File: src/rtl/mdc_pkg.sv
package mdc_pkg;

	// Grid geometry.
	localparam int MAX_SIDE = 64;
	localparam int COORD_W = $clog2(MAX_SIDE);
	localparam int SIDE_W = COORD_W + 1;
	localparam int CELL_W = 2 * COORD_W;
	localparam int CELLS = MAX_SIDE * MAX_SIDE;
	localparam int SIDE_RESET = 16;

	// Operation codes of an input transaction.
	localparam logic OP_BEGIN = 1'b0;
	localparam logic OP_STEP = 1'b1;

	// Walk directions as carried by a draw and by a back-pointer.
	typedef enum logic [1:0] {
		DIR_UP    = 2'd0,
		DIR_RIGHT = 2'd1,
		DIR_DOWN  = 2'd2,
		DIR_LEFT  = 2'd3
	} dir_t;

	// Event codes of a result transaction.
	typedef enum logic [1:0] {
		EV_CARVED    = 2'd0,
		EV_REJECTED  = 2'd1,
		EV_BACKTRACK = 2'd2,
		EV_DONE      = 2'd3
	} kind_t;

	// Which visited row the datapath reads.
	typedef enum logic [1:0] {
		RS_CUR,
		RS_UP,
		RS_DOWN
	} row_sel_t;

	// Commands from the controller to the datapath.
	typedef struct packed {
		logic     take;
		logic     init;
		logic     clear_wr;
		logic     cap_cur;
		logic     cap_up;
		logic     cap_down;
		row_sel_t rsel;
		logic     commit;
	} cmd_t;

	// Status from the datapath to the controller.
	typedef struct packed {
		logic op_begin;
		logic finished;
		logic clear_last;
		logic out_free;
	} sts_t;

endpackage

File: src/rtl/mdc_ctrl.sv
module mdc_ctrl (
	input  logic          clk,
	input  logic          arst_n,
	input  logic          in_valid,
	output logic          in_ready,
	input  mdc_pkg::sts_t sts,
	output mdc_pkg::cmd_t cmd
);
	import mdc_pkg::*;

	typedef enum logic [2:0] {
		ST_IDLE,
		ST_DISPATCH,
		ST_CLEAR,
		ST_RD_CUR,
		ST_RD_UP,
		ST_RD_DOWN,
		ST_DECIDE
	} state_t;

	state_t state_q;
	state_t state_n;

	// Next state and command decode.
	always_comb begin
		state_n = state_q;
		cmd = '0;
		cmd.rsel = RS_CUR;
		in_ready = 1'b0;
		unique case (state_q)
			ST_IDLE: begin
				in_ready = 1'b1;
				if (in_valid) begin
					cmd.take = 1'b1;
					state_n = ST_DISPATCH;
				end
			end
			ST_DISPATCH: begin
				if (sts.op_begin) begin
					cmd.init = 1'b1;
					state_n = ST_CLEAR;
				end else if (sts.finished) begin
					state_n = ST_DECIDE;
				end else begin
					state_n = ST_RD_CUR;
				end
			end
			ST_CLEAR: begin
				cmd.clear_wr = 1'b1;
				if (sts.clear_last) begin
					state_n = ST_DECIDE;
				end
			end
			ST_RD_CUR: begin
				cmd.cap_cur = 1'b1;
				cmd.rsel = RS_UP;
				state_n = ST_RD_UP;
			end
			ST_RD_UP: begin
				cmd.cap_up = 1'b1;
				cmd.rsel = RS_DOWN;
				state_n = ST_RD_DOWN;
			end
			ST_RD_DOWN: begin
				cmd.cap_down = 1'b1;
				state_n = ST_DECIDE;
			end
			ST_DECIDE: begin
				if (sts.out_free) begin
					cmd.commit = 1'b1;
					state_n = ST_IDLE;
				end
			end
			default: begin
				state_n = ST_IDLE;
			end
		endcase
	end

	// State register.
	always_ff @(posedge clk or negedge arst_n) begin
		if (!arst_n) begin
			state_q <= ST_IDLE;
		end else begin
			state_q <= state_n;
		end
	end
endmodule

File: config.mk
export PLATFORM = sky130hd
export DESIGN_NAME = mdc_ctrl
export DESIGN_NICKNAME = d
export VERILOG_FILES = /design/src/rtl/mdc_pkg.sv /design/src/rtl/mdc_ctrl.sv
export SDC_FILE = /design/constraint.sdc
export NUM_CORES = 1
export LEC_CHECK = 0
export BUFFER_PORTS_ARGS = -buffer_cell sky130_fd_sc_hd__buf_4
export CAP_MARGIN = 10
export CORE_AREA = 2 2 39 41
export CTS_CLUSTER_SIZE = 10
export DETAILED_ROUTE_END_ITERATION = 8
export DIE_AREA = 0 0 41 43
export GPL_TIMING_DRIVEN = 0
export MAX_ROUTING_LAYER = met4
export PLACE_DENSITY = 0.45
export SLEW_MARGIN = 30
export SYNTH_ARGS = -nofsm -noshare
export SYNTH_HDL_FRONTEND = slang
export SYNTH_SLANG_ARGS = --single-unit
File: constraint.sdc
create_clock -name clk -period 1.05 [get_ports clk]
set_input_delay 0.21 -clock clk [delete_from_list [all_inputs] [get_ports clk]]
set_output_delay 0.21 -clock clk [all_outputs]
set_load 0.05 [all_outputs]
==> run metrics <==
Setup Skew=4.98 ps; cell family with most CP delay=buffers and inverters; # rows=14; placed cell count=63; endpoints failing hold=0; first-pass GRT wire length=1.50 mm; Yosys reg bits=3; Final setup viols=11; fmax=682 MHz; Syn Area/Cell=9.12 um2; vias in the first global route=336; slowest CP cell=dfrtp_1; largest net degree at the start of global routing=11; Pre-antenna DRT Iters=2; Area contributors post-synth=dfrtp_1 27%, buf_6 12%, nor3_2 11%, nor3b_2 8.8%, nor2_1 8.0%; Final nets=66; Synth cell types=17; Die ar.=1760 um2; # IOs=17; Sink Count=3; Synthesis Warnings=0; CTS clk-pin slew, worst paths=40 ps; largest registers=state_q x3; CTS Root Buffer Type=clkbuf_4; Tmin final=1470 ps; Longest Clk Path Bufs=2; Area Overhead vs Synth=124%; area leader, netlist=dfrtp_1; Final Util=45.8%; final wirelength=897 um; status=finished, violations left; endpoint type of the worst setup path=output pin; crit-path most repeated cell=buf_6; IO buf count=16; max reg flops=3; sequential cell area fraction in the yosys report=26.5%; top-area cell type share of the netlist area=26.5%; Max Cap Viol=0; part of the cycle the worst path needs=140%; CP required=840 ps; Startpoint Class=register; CTS tree=built; initial antenna violation count=0; Cell Area, Synth=283 um2; final non-filler cell total=74; maximum VDD drop=1.38 mV; Gate Count Post-Synth=31; GR Util All Layers=13.6%; WL/cell=12.1 um; antenna viol nets, final=0; reg2reg path depth=6; commonest non-fill, non-tap cell in the layout=buf_6; RSZ-0062 raised after global routing=yes; die span in x=41 um; kind of critical path=reg -> out; CP arrival=1260 ps; routability congestion estimate=0.748; PwrDens=3750 nW/um2; Hold WC Path Type=in -> reg; Setup WS post-layout=-417 ps; Final HPWL DP=551 um; core area=1380 um2; CP Depth=4; Slew @ Worst Pin=216 ps; most frequent cells in the layout=13 x buf_6, 10 x buf_4; Final Max Slew Viols=0; CP Cell Sequence=buf_6, nor3b_4, buf_6, buf_8; drc violations=0; vias per cell=4.36; Mapped Nets=38; share of cells above drive strength 1=79.3%; CP max stage delay=410 ps; Max-slew headroom=85.6%; Antenna Cells=0; H-Tree Depth=1; Fin Hold WS=251 ps; Initial Utilization=20.4%; initial DRC count=4; WHS Path Cells=3; DR vias=323; Pleak=0.274 nW; most flop-heavy register=state_q; grt ovf=0; die height=43 um; failing checks=setup timing; insertion delay to the later sink of the worst-skew pair=230 ps; Buf/Inv on CP=3; clock buffers created by TritonCTS=3; crit path max fanout=8; fillers=134
## cell usage after synthesis
cell type / n
and2_1: 1
o211ai_2: 1
buf_4: 1
nand3_1: 1
inv_4: 1
inv_1: 1
a311oi_1: 1
nor3_1: 1
nor2_1: 6
nor3_2: 3
buf_6: 3
nand2_1: 3
nor3b_2: 2
nor4_2: 1
dfrtp_1: 3
o21ai_1: 1
o31ai_2: 1
## per-layer routing
layer	vias to the layer above	GRT usage, %	wire length (um)
li1	161	-	-
met1	151	14.6	331
met2	11	21.6	522
met3	0	3.14	42
met4	0	8.00	0
met5	-	-	0
## path summary, 6_finish.rpt
check,from,to,slack [ps]
setup / recovery,state_q[1],cmd[4],-420
hold / removal,sts[1],state_q[2],250
setup reg to reg,state_q[0],state_q[2],-110
hold reg to reg,state_q[1],state_q[1],680
max in group asynchronous,arst_n,state_q[2],630
min in group asynchronous,arst_n,state_q[2],310
## worst register-to-register path: stages (launching register included)
cell and delay [ps]:
dfrtp_1 360, buf_6 150, buf_6 120, buf_6 110, o211ai_2 160, o31ai_2 80
nor2_1 110
## kinds of logic (layout without fill, tap and decap cells)
family                 after synthesis  after routing  share of synthesized area [%]
buffers and inverters                6             33                           18.1
DFF                                  3              3                           26.5
AOI/OAI and AO/OA                    4              4                           13.7
and+or+nand+nor                     18             18                           41.6
## cell type report
cell class | count | area, um2 | share of cell area, %
timing repair buffer | 23 | 228 | 36.0
sequential | 3 | 76.3 | 12.1
multi-input combinational | 22 | 219 | 34.6
inverter | 2 | 15.0 | 2.37
clock buffer | 4 | 26.3 | 4.15
tap | 16 | 20.0 | 3.16
buffer | 4 | 48.8 | 7.71
## power by group
group / internal (W) / leakage, nW / switching, W / total [W]
Clock: 0.000143 / 0.0150 / 0.0000625 / 0.000205
Sequential: 0.000180 / 0.0352 / 0.0000545 / 0.000234
Combinational: 0.000842 / 0.224 / 0.00109 / 0.00194
## repair_timing
action / 4_1_cts / 5_1_grt
resized for setup: 20 / 6
pin swaps: 6 / 3
hold buffers: 1 / 0
buffers inserted: 5 / 2
setup endpoints to repair: 12 / 12
hold endpoints to repair: 3 / 0
## metrics by stage
stage	TNS (ps)	area, um2	setup slack [ps]	power [W]
final	-3650	633	-417	0.00238
after global routing	-4160	633	-463	0.00250
after CTS	-3770	604	-427	0.00231
after detailed placement	-1760	458	-317	0.00172
after global placement	-1670	458	-307	0.00170
after floorplan	-3660	318	-524	0.00140
Note: power is estimated with default switching activity, not from simulation.
